File: config.mk
export PLATFORM = sky130hd
export DESIGN_NAME = playlist_linked_list_cursor
export DESIGN_NICKNAME = d
export VERILOG_FILES = /design/src/sv/pllc_pkg.sv /design/src/sv/pllc_slot_mem.sv /design/src/sv/playlist_linked_list_cursor.sv
export SDC_FILE = /design/constraint.sdc
export NUM_CORES = 2
export LEC_CHECK = 0
export ABC_AREA = 1
export BUFFER_PORTS_ARGS = -buffer_cell sky130_fd_sc_hd__buf_2
export CORE_AREA = 4 4 572 574
export DETAILED_ROUTE_END_ITERATION = 8
export DIE_AREA = 0 0 576 578
export GPL_ROUTABILITY_DRIVEN = 0
export HOLD_SLACK_MARGIN = 0.06
export PLACE_DENSITY_LB_ADDON = 0.3
export SYNTH_ARGS = -nofsm -noshare
export SYNTH_HDL_FRONTEND = slang
export SYNTH_SLANG_ARGS = --single-unit
File: constraint.sdc
create_clock -name i_clk -period 7 [get_ports i_clk]
set_clock_uncertainty 0.15 [all_clocks]
set_input_delay 1.05 -clock i_clk [delete_from_list [all_inputs] [get_ports i_clk]]
set_output_delay 1.05 -clock i_clk [all_outputs]
set_load 0.05 [all_outputs]
File: src/sv/pllc_pkg.sv
// ----------------------------------------------------------------------------
// pllc_pkg: shared definitions for the playlist cursor block
// Command and status codes, default sizes and the memory control bundle
// that passes between the sequencer and the slot storage.
// ----------------------------------------------------------------------------
package pllc_pkg;

    localparam int DEF_SLOTS   = 64;
    localparam int DEF_ID_BITS = 32;

    typedef logic [2:0] t_act;
    typedef logic [2:0] t_status;

    localparam t_act ACT_INSERT = 3'd0;
    localparam t_act ACT_FIRST  = 3'd1;
    localparam t_act ACT_LAST   = 3'd2;
    localparam t_act ACT_NEXT   = 3'd3;
    localparam t_act ACT_PREV   = 3'd4;
    localparam t_act ACT_DELETE = 3'd5;

    localparam t_status ST_OK      = 3'd0;
    localparam t_status ST_NONE    = 3'd1;
    localparam t_status ST_ONLY    = 3'd2;
    localparam t_status ST_LAST    = 3'd3;
    localparam t_status ST_DELETED = 3'd4;
    localparam t_status ST_FULL    = 3'd5;

    // read and write enables for the slot storage
    typedef struct packed {
        logic link_re;
        logic trk_re;
        logic fs_re;
        logic trk_we;
        logic nxt_we;
        logic prv_we;
        logic fs_we;
    } t_mem_ctl;

endpackage

File: src/sv/pllc_slot_mem.sv
// ----------------------------------------------------------------------------
// pllc_slot_mem: slot table and free-slot stack
// Four single-port-write memories with registered reads: track identifier,
// next link, previous link and the free-slot stack.
// ----------------------------------------------------------------------------
module pllc_slot_mem #(
    parameter int SLOTS   = pllc_pkg::DEF_SLOTS,
    parameter int ID_BITS = pllc_pkg::DEF_ID_BITS,
    parameter int SW      = $clog2(SLOTS),
    parameter int LW      = $clog2(SLOTS + 1)
) (
    input  logic               i_clk,
    input  pllc_pkg::t_mem_ctl i_ctl,
    input  logic [SW-1:0]      i_link_raddr,
    input  logic [SW-1:0]      i_trk_raddr,
    input  logic [SW-1:0]      i_fs_raddr,
    input  logic [SW-1:0]      i_trk_waddr,
    input  logic [ID_BITS-1:0] i_trk_wdata,
    input  logic [SW-1:0]      i_nxt_waddr,
    input  logic [LW-1:0]      i_nxt_wdata,
    input  logic [SW-1:0]      i_prv_waddr,
    input  logic [LW-1:0]      i_prv_wdata,
    input  logic [SW-1:0]      i_fs_waddr,
    input  logic [SW-1:0]      i_fs_wdata,
    output logic [LW-1:0]      o_nxt_rd,
    output logic [LW-1:0]      o_prv_rd,
    output logic [ID_BITS-1:0] o_trk_rd,
    output logic [SW-1:0]      o_fs_rd
);
    import pllc_pkg::*;

    logic [ID_BITS-1:0] r_trk_mem [SLOTS];
    logic [LW-1:0]      r_nxt_mem [SLOTS];
    logic [LW-1:0]      r_prv_mem [SLOTS];
    logic [SW-1:0]      r_fs_mem  [SLOTS];

    always_ff @(posedge i_clk) begin
        if (i_ctl.trk_we) begin
            r_trk_mem[i_trk_waddr] <= i_trk_wdata;
        end
        if (i_ctl.trk_re) begin
            o_trk_rd <= r_trk_mem[i_trk_raddr];
        end
    end

    always_ff @(posedge i_clk) begin
        if (i_ctl.nxt_we) begin
            r_nxt_mem[i_nxt_waddr] <= i_nxt_wdata;
        end
        if (i_ctl.link_re) begin
            o_nxt_rd <= r_nxt_mem[i_link_raddr];
        end
    end

    always_ff @(posedge i_clk) begin
        if (i_ctl.prv_we) begin
            r_prv_mem[i_prv_waddr] <= i_prv_wdata;
        end
        if (i_ctl.link_re) begin
            o_prv_rd <= r_prv_mem[i_link_raddr];
        end
    end

    always_ff @(posedge i_clk) begin
        if (i_ctl.fs_we) begin
            r_fs_mem[i_fs_waddr] <= i_fs_wdata;
        end
        if (i_ctl.fs_re) begin
            o_fs_rd <= r_fs_mem[i_fs_raddr];
        end
    end

endmodule

File: src/sv/playlist_linked_list_cursor.sv
// ----------------------------------------------------------------------------
// playlist_linked_list_cursor: doubly linked playlist with a play cursor
// Slot table in memory, free-slot stack, head/tail/cursor registers.
// ----------------------------------------------------------------------------
// Usage:
//   Command channel: drive i_action and i_track_id with start high; the beat
//   is taken at a rising edge where start is high and busy is low.
//   Result channel: o_done is high for exactly one cycle and the result
//   ports are valid in that cycle. The receiver cannot stall the block.
// Sequencing:
//   The result strobe comes in state S_TRK, after S_LINK; busy drops in the
//   same cycle the strobe falls, so a new command is taken only once the last
//   is through. The order is set by the read-modify-write chain on the link
//   memory: read the cursor links, compute and write the updated links while
//   reading the new cursor's track, then present the result.
// Reset:
//   Synchronous, active low. Head, tail and cursor go null, the free count
//   goes to SLOTS. The slot table is not cleared; the free stack is not
//   swept either: a low-water mark tells fresh stack entries (slot index
//   equals stack position) from pushed ones, so there is no clearing pass.
// ----------------------------------------------------------------------------
module playlist_linked_list_cursor #(
    parameter int SLOTS   = pllc_pkg::DEF_SLOTS,
    parameter int ID_BITS = pllc_pkg::DEF_ID_BITS
) (
    input  logic              i_clk,
    input  logic              i_rst_n,
    input  logic              start,
    output logic              busy,
    input  pllc_pkg::t_act    i_action,
    input  logic [31:0]       i_track_id,
    output logic              o_done,
    output logic [31:0]       o_playing_id,
    output logic              o_list_empty,
    output pllc_pkg::t_status o_status,
    output logic [6:0]        o_entry_count
);
    import pllc_pkg::*;

    localparam int SW = $clog2(SLOTS);
    localparam int LW = $clog2(SLOTS + 1);
    localparam int CW = LW;
    localparam logic [LW-1:0] NIL       = LW'(SLOTS);
    localparam logic [CW-1:0] FREE_ALL  = CW'(SLOTS);
    localparam logic [CW-1:0] FREE_ONE  = CW'(SLOTS - 1);

    // sequencer states
    localparam logic [1:0] S_IDLE = 2'd0;
    localparam logic [1:0] S_LINK = 2'd1;
    localparam logic [1:0] S_TRK  = 2'd2;

    logic [1:0]         r_state,    n_state;
    t_act               r_action,   n_action;
    logic [ID_BITS-1:0] r_id,       n_id;
    logic [LW-1:0]      r_head,     n_head;
    logic [LW-1:0]      r_tail,     n_tail;
    logic [LW-1:0]      r_cursor,   n_cursor;
    logic [CW-1:0]      r_free,     n_free;
    logic [CW-1:0]      r_low,      n_low;
    t_status            r_status,   n_status;
    logic               r_use_id,   n_use_id;
    logic               r_pend_we,  n_pend_we;
    logic [SW-1:0]      r_pend_addr, n_pend_addr;
    logic [LW-1:0]      r_pend_data, n_pend_data;

    t_mem_ctl           mem_ctl;
    logic [SW-1:0]      link_raddr, trk_raddr, fs_raddr;
    logic [SW-1:0]      trk_waddr, nxt_waddr, prv_waddr, fs_waddr, fs_wdata;
    logic [ID_BITS-1:0] trk_wdata;
    logic [LW-1:0]      nxt_wdata, prv_wdata;
    logic [LW-1:0]      nxt_rd, prv_rd;
    logic [ID_BITS-1:0] trk_rd;
    logic [SW-1:0]      fs_rd;

    logic [ID_BITS+31:0] id_wide;
    logic [ID_BITS-1:0]  id_in;
    logic [ID_BITS-1:0]  play_sel;
    logic [ID_BITS+31:0] play_wide;
    logic [CW-1:0]       count;
    logic [CW+6:0]       count_wide;

    logic [CW-1:0] pop_idx;
    logic [SW-1:0] pop_slot;
    logic [LW-1:0] nc;

    function automatic logic is_slot(input logic [LW-1:0] v);
        return v < NIL;
    endfunction

    // fit the 32-bit port to the stored identifier width
    assign id_wide = {{ID_BITS{1'b0}}, i_track_id};
    assign id_in   = id_wide[ID_BITS-1:0];

    pllc_slot_mem #(
        .SLOTS   (SLOTS),
        .ID_BITS (ID_BITS),
        .SW      (SW),
        .LW      (LW)
    ) u_mem (
        .i_clk        (i_clk),
        .i_ctl        (mem_ctl),
        .i_link_raddr (link_raddr),
        .i_trk_raddr  (trk_raddr),
        .i_fs_raddr   (fs_raddr),
        .i_trk_waddr  (trk_waddr),
        .i_trk_wdata  (trk_wdata),
        .i_nxt_waddr  (nxt_waddr),
        .i_nxt_wdata  (nxt_wdata),
        .i_prv_waddr  (prv_waddr),
        .i_prv_wdata  (prv_wdata),
        .i_fs_waddr   (fs_waddr),
        .i_fs_wdata   (fs_wdata),
        .o_nxt_rd     (nxt_rd),
        .o_prv_rd     (prv_rd),
        .o_trk_rd     (trk_rd),
        .o_fs_rd      (fs_rd)
    );

    // stack top; below the low-water mark the stack still holds its reset image
    assign pop_idx  = r_free - CW'(1);
    assign pop_slot = (pop_idx < r_low) ? pop_idx[SW-1:0] : fs_rd;

    always_comb begin
        n_state     = r_state;
        n_action    = r_action;
        n_id        = r_id;
        n_head      = r_head;
        n_tail      = r_tail;
        n_cursor    = r_cursor;
        n_free      = r_free;
        n_low       = r_low;
        n_status    = r_status;
        n_use_id    = r_use_id;
        n_pend_we   = r_pend_we;
        n_pend_addr = r_pend_addr;
        n_pend_data = r_pend_data;
        nc          = r_cursor;

        mem_ctl     = '0;
        link_raddr  = r_cursor[SW-1:0];
        fs_raddr    = pop_idx[SW-1:0];
        trk_raddr   = r_cursor[SW-1:0];
        trk_waddr   = pop_slot;
        trk_wdata   = r_id;
        nxt_waddr   = pop_slot;
        nxt_wdata   = NIL;
        prv_waddr   = pop_slot;
        prv_wdata   = NIL;
        fs_waddr    = r_free[SW-1:0];
        fs_wdata    = r_cursor[SW-1:0];

        case (r_state)
            S_IDLE: begin
                // take the beat and fetch cursor links and the stack top
                if (start) begin
                    n_state         = S_LINK;
                    n_action        = i_action;
                    n_id            = id_in;
                    mem_ctl.link_re = 1'b1;
                    mem_ctl.fs_re   = 1'b1;
                end
            end
            S_LINK: begin
                n_state   = S_TRK;
                n_status  = ST_OK;
                n_use_id  = 1'b0;
                n_pend_we = 1'b0;
                case (r_action)
                    ACT_INSERT: begin
                        if (r_free == '0) begin
                            n_status = ST_FULL;
                        end else begin
                            // pop a slot, write its record, link it after the tail
                            n_free = pop_idx;
                            if (pop_idx < r_low) begin
                                n_low = pop_idx;
                            end
                            mem_ctl.trk_we = 1'b1;
                            mem_ctl.nxt_we = 1'b1;
                            mem_ctl.prv_we = 1'b1;
                            if (is_slot(r_head) && is_slot(r_tail)) begin
                                prv_wdata   = r_tail;
                                n_pend_we   = 1'b1;
                                n_pend_addr = r_tail[SW-1:0];
                                n_pend_data = LW'(pop_slot);
                            end else begin
                                n_head = LW'(pop_slot);
                            end
                            n_tail   = LW'(pop_slot);
                            nc       = LW'(pop_slot);
                            n_use_id = 1'b1;
                        end
                    end
                    ACT_FIRST: begin
                        if (is_slot(r_cursor)) begin
                            nc = r_head;
                        end
                    end
                    ACT_LAST: begin
                        if (is_slot(r_cursor)) begin
                            nc = r_tail;
                        end
                    end
                    ACT_NEXT: begin
                        if (is_slot(r_cursor)) begin
                            nc = is_slot(nxt_rd) ? nxt_rd : r_head;
                        end
                    end
                    ACT_PREV: begin
                        if (is_slot(r_cursor)) begin
                            nc = is_slot(prv_rd) ? prv_rd : r_tail;
                        end
                    end
                    ACT_DELETE: begin
                        if (!is_slot(r_head) || !is_slot(r_cursor)) begin
                            n_status = ST_NONE;
                        end else begin
                            // return the cursor slot to the stack
                            if (r_free < FREE_ALL) begin
                                mem_ctl.fs_we = 1'b1;
                                n_free        = r_free + CW'(1);
                            end
                            if (r_free == FREE_ONE) begin
                                n_status = ST_ONLY;
                                n_head   = NIL;
                                n_tail   = NIL;
                                nc       = NIL;
                            end else if (!is_slot(nxt_rd)) begin
                                // tail removed: cut the link, wrap cursor to head
                                n_status = ST_LAST;
                                if (is_slot(prv_rd)) begin
                                    mem_ctl.nxt_we = 1'b1;
                                    nxt_waddr      = prv_rd[SW-1:0];
                                    nxt_wdata      = NIL;
                                end
                                n_tail = prv_rd;
                                nc     = r_head;
                            end else begin
                                // bridge the neighbors, advance the cursor
                                n_status       = ST_DELETED;
                                mem_ctl.prv_we = 1'b1;
                                prv_waddr      = nxt_rd[SW-1:0];
                                prv_wdata      = prv_rd;
                                if (is_slot(prv_rd)) begin
                                    mem_ctl.nxt_we = 1'b1;
                                    nxt_waddr      = prv_rd[SW-1:0];
                                    nxt_wdata      = nxt_rd;
                                end
                                if (r_head == r_cursor) begin
                                    n_head = nxt_rd;
                                end
                                nc = nxt_rd;
                            end
                        end
                    end
                    default: begin
                    end
                endcase
                n_cursor       = nc;
                mem_ctl.trk_re = 1'b1;
                trk_raddr      = nc[SW-1:0];
            end
            S_TRK: begin
                // finish the append: old tail points at the new slot
                n_state = S_IDLE;
                if (r_pend_we) begin
                    mem_ctl.nxt_we = 1'b1;
                    nxt_waddr      = r_pend_addr;
                    nxt_wdata      = r_pend_data;
                end
            end
            default: begin
                n_state = S_IDLE;
            end
        endcase
    end

    always_ff @(posedge i_clk) begin
        if (!i_rst_n) begin
            r_state   <= S_IDLE;
            r_head    <= NIL;
            r_tail    <= NIL;
            r_cursor  <= NIL;
            r_free    <= FREE_ALL;
            r_low     <= FREE_ALL;
            r_pend_we <= 1'b0;
        end else begin
            r_state   <= n_state;
            r_head    <= n_head;
            r_tail    <= n_tail;
            r_cursor  <= n_cursor;
            r_free    <= n_free;
            r_low     <= n_low;
            r_pend_we <= n_pend_we;
        end
    end

    always_ff @(posedge i_clk) begin
        r_action    <= n_action;
        r_id        <= n_id;
        r_status    <= n_status;
        r_use_id    <= n_use_id;
        r_pend_addr <= n_pend_addr;
        r_pend_data <= n_pend_data;
    end

    // result: zero with no cursor; a fresh insert shows the held identifier, otherwise the read track
    assign play_sel   = !is_slot(r_cursor) ? '0 : (r_use_id ? r_id : trk_rd);
    assign play_wide  = {32'd0, play_sel};
    assign count      = FREE_ALL - r_free;
    assign count_wide = {7'd0, count};

    assign busy          = (r_state != S_IDLE);
    assign o_done        = (r_state == S_TRK);
    assign o_playing_id  = play_wide[31:0];
    assign o_list_empty  = !is_slot(r_head);
    assign o_status      = r_status;
    assign o_entry_count = count_wide[6:0];

endmodule
==> results_dict.tcl <==
set metrics [dict create \
    ys.flop_type "edfxtp_1" \
    grt_max_degree 199 \
    wire_per_inst_um 24.9 \
    row_count 209 \
    drive_gt1_share_pct 7.77 \
    post-route-util_pct 50.9 \
    synth_xor_xnor_area_share_pct 0.0297 \
    dpl_cell_area_mm2 0.153 \
    clock_latency_ns 0.97 \
    synthTopCellsByCount "3,431 x edfxtp_1, 2,291 x nand3_1, 1,410 x nand2_1, 1,239 x inv_1, 1,158 x nor2_1" \
    cts_buffers 363 \
    drtPass1Iterations 7 \
    cap_violations 0 \
    ant_nets 0 \
    synth.avg_cell_area_um2 11.7 \
    end_kind "flop" \
    min_period_ns 6.62 \
    cts_setup_buffers 0 \
    status "completed" \
    synth_area_leader_cell "edfxtp_1" \
    routed_via_density 5.80 \
    async_reset_ff_share_pct 0 \
    synthMuxAreaShare_pct 0 \
    first_global_vias 93276 \
    htree_levels 5 \
    ios 83 \
    setup_viol 0 \
    synth_edf_count 3431 \
    hpwl_mm 238 \
    synth_warnings 0 \
    met1Wirelength_mm 172 \
    synth_compound_area_share_pct 5.33 \
    worst_ir_drop_vdd_mv 0.377 \
    area_growth_pct 11.5 \
    syn_nets 12690 \
    required_ns 7.40 \
    max_freq_mhz 151 \
    drt_iter0_drc 12950 \
    routed-wl-met3_mm 41.3 \
    cp_cell_sequence "inv_4, ha_2, nand2_1, nor2_4, nand2_1, nand2_1, ha_1, nand2_1, inv_1, a21oi_2, nand2_1, o21ai_1, inv_1, o21ai_0, nand4_1, nor2_1" \
    p_per_area_mw_per_mm2 331 \
    cts_tree "built" \
    slew_violations 0 \
    cpMaxStageDelayCell "nand4_1" \
    clkTransAtPathRegs_ns 0.06 \
    synthSimpleGateAreaFrac_pct 18.3 \
    relSlewSlack_pct 9.33 \
    cts_hold_buffers 0 \
    die_area_mm2 0.333 \
    finalInstanceArea_mm2 0.164 \
    finalSetupTns_ns 0 \
    start_util_pct 45.7 \
    p_leak_nw 57.6 \
    cts_resized 0 \
    yosysUniqueCellTypes 49 \
    fin_nets 12561 \
    crit_path_start_kind "flop" \
    yosysMostFrequentCell "edfxtp_1" \
    vias 99486 \
    timing.final.crit_share_pct 94.6 \
    die_h_um 578 \
    synth.ff_latch_count 3469 \
    grtUsageTotal_pct 24.8 \
    synth_seq_area_share_pct 70.4 \
    synth_top_family_by_area "simple AND/OR/NAND/NOR gates" \
    top_layer "met5" \
    antenna_found_initial 30 \
    yosys.area_share.adder_pct 0.119 \
    fp.dieW_um 576 \
    rsz0062_at_grt "false" \
    clockBufferDepth 4 \
    hold_violations 0 \
    yosysTopAreaCellShare_pct 69.9 \
    whs_ns 0.125 \
    crit_top_cell "nand2_1" \
    crit_arrival_ns 7.02 \
    crit_family "simple AND/OR/NAND/NOR gates" \
    io_buffers 82 \
    crit_path_max_incr_delay_ns 0.93 \
    coreArea_mm2 0.323 \
    criticalPathCategory "reg -> reg" \
    syn_inst 12638 \
    netlist_area_mm2 0.147 \
    gr-total-overflow 0 \
    tightest_slew_ns 1.36 \
    cts_num_sinks 3469 \
    crit_fanout 34 \
    root_buffer "clkbuf_16" \
    wl_met2_mm 194 \
    wirelength_mm 427 \
    min_path_type "in -> reg" \
    synthTopCellsByArea "edfxtp_1 70%, nand3_1 7.8%, nand3b_1 3.8%" \
    drc 0 \
    grt_pass1_wl_mm 624 \
    worst-path-buf-inv 3 \
]
-- logic make-up after synthesis --
logic type | after synthesis
AND/OR/NAND/NOR | 5654
flip-flops | 3469
buffers and inverters | 2126
AO/OA/AOI/OAI | 1370
adder cells (fa/ha/maj) | 14
XOR/XNOR | 5
-- sequential cells by signal, summed over array words and instances (netlist names) --
name and cells:
r_low 7, o_status 3, r_state 2, r_action 3, u_mem.o_prv_rd 7, r_pend_data 6, r_cursor 7, r_pend_we 1
u_mem.r_trk_mem 2048, u_mem.o_nxt_rd 7, r_pend_addr 6, r_head 7, r_use_id 1, u_mem.o_fs_rd 6, r_tail 7, u_mem.r_fs_mem 384
u_mem.r_nxt_mem 448, u_mem.r_prv_mem 448, r_id 32, u_mem.o_trk_rd 32, r_free 7
-- metal layers --
metal / vias up / GRT usage (%)
met2: 5065 / 38.2
met3: 894 / 4.29
li1: 44550 / -
met4: 2 / 10.5
met1: 48975 / 34.9
met5: - / 0
-- where the power goes --
| part | leakage, nW | internal (mW) | switching [mW] | total (mW) |
|---|---|---|---|---|
| registers | 29.9 | 23.4 | 0.215 | 23.6 |
| logic | 22.2 | 2.88 | 9.29 | 12.2 |
| clock network | 5.56 | 10.6 | 8.08 | 18.7 |
-- final cells by class --
class	instances	area, µm²
clock buffers	460	9580
well taps	4325	5410
clock inverters	202	1780
flip-flops and latches	3469	104000
repair buffers	370	3170
inverters	1262	4770
diodes	16	40.0
fillers	27762	158000
multi-input cells	7043	35800
-- per-stage QoR --
step | total power, mW | setup slack, ns | cells
2_1_floorplan | 31.2 | 0.894 | 12638
3_3_place_gp | 35.9 | 0.664 | 16469
3_5_place_dp | 35.9 | 0.638 | 16469
4_1_cts | 54.4 | 0.519 | 17131
5_1_grt | 56.3 | 0.0501 | 17141
6_report | 54.4 | 0.379 | 17147
-- worst register-to-register path: stages (launching register included) --
cell,delay [ns]
dfxtp_4,0.59
inv_4,0.08
ha_2,0.21
nand2_1,0.16
nor2_4,0.07
nand2_1,0.30
nand2_1,0.16
ha_1,0.32
nand2_1,0.09
inv_1,0.05
a21oi_2,0.15
nand2_1,0.32
o21ai_1,0.72
inv_1,0.27
o21ai_0,0.75
nand4_1,0.93
nor2_1,0.89
-- placed cells by master (no fill, tap or decap), types with 8 or more instances in the layout --
cell type and instances:
edfxtp_1 3431, nor2_4 68, dfxtp_1 31, bufinv_16 25
clkbuf_16 369, a21oi_4 13, nor3_1 8, diode_2 16
o22ai_1 282, nand3_1 2290, buf_2 82, o32ai_1 10
clkinv_1 92, o211ai_1 55, o221ai_1 90, clkinv_2 71
ha_1 12, o21ai_0 838, buf_4 240, clkbuf_1 91
buf_12 48, a31oi_1 13, nand3b_1 751, nor2_1 1093
inv_1 1233, nand4_1 15, inv_6 8, a21oi_1 29
nand2_1 1408, inv_2 12
-- final timing paths --
check | startpoint | endpoint | slack (ns) | cells past startpoint
hold / removal | i_track_id[30] | r_id[30]$_DFFE_PP_ | 0.12 | 1
hold reg to reg | r_low[4]$_SDFFE_PN0P_ | r_low[4]$_SDFFE_PN0P_ | 0.33 | 2
setup reg to reg | r_free[0]$_SDFFE_PN0P_ | u_mem.r_nxt_mem[4][3]$_DFFE_PP_ | 0.38 | 16
setup / recovery | r_free[0]$_SDFFE_PN0P_ | u_mem.r_nxt_mem[4][3]$_DFFE_PP_ | 0.38 | 16
(Power assumes the default switching activity.)
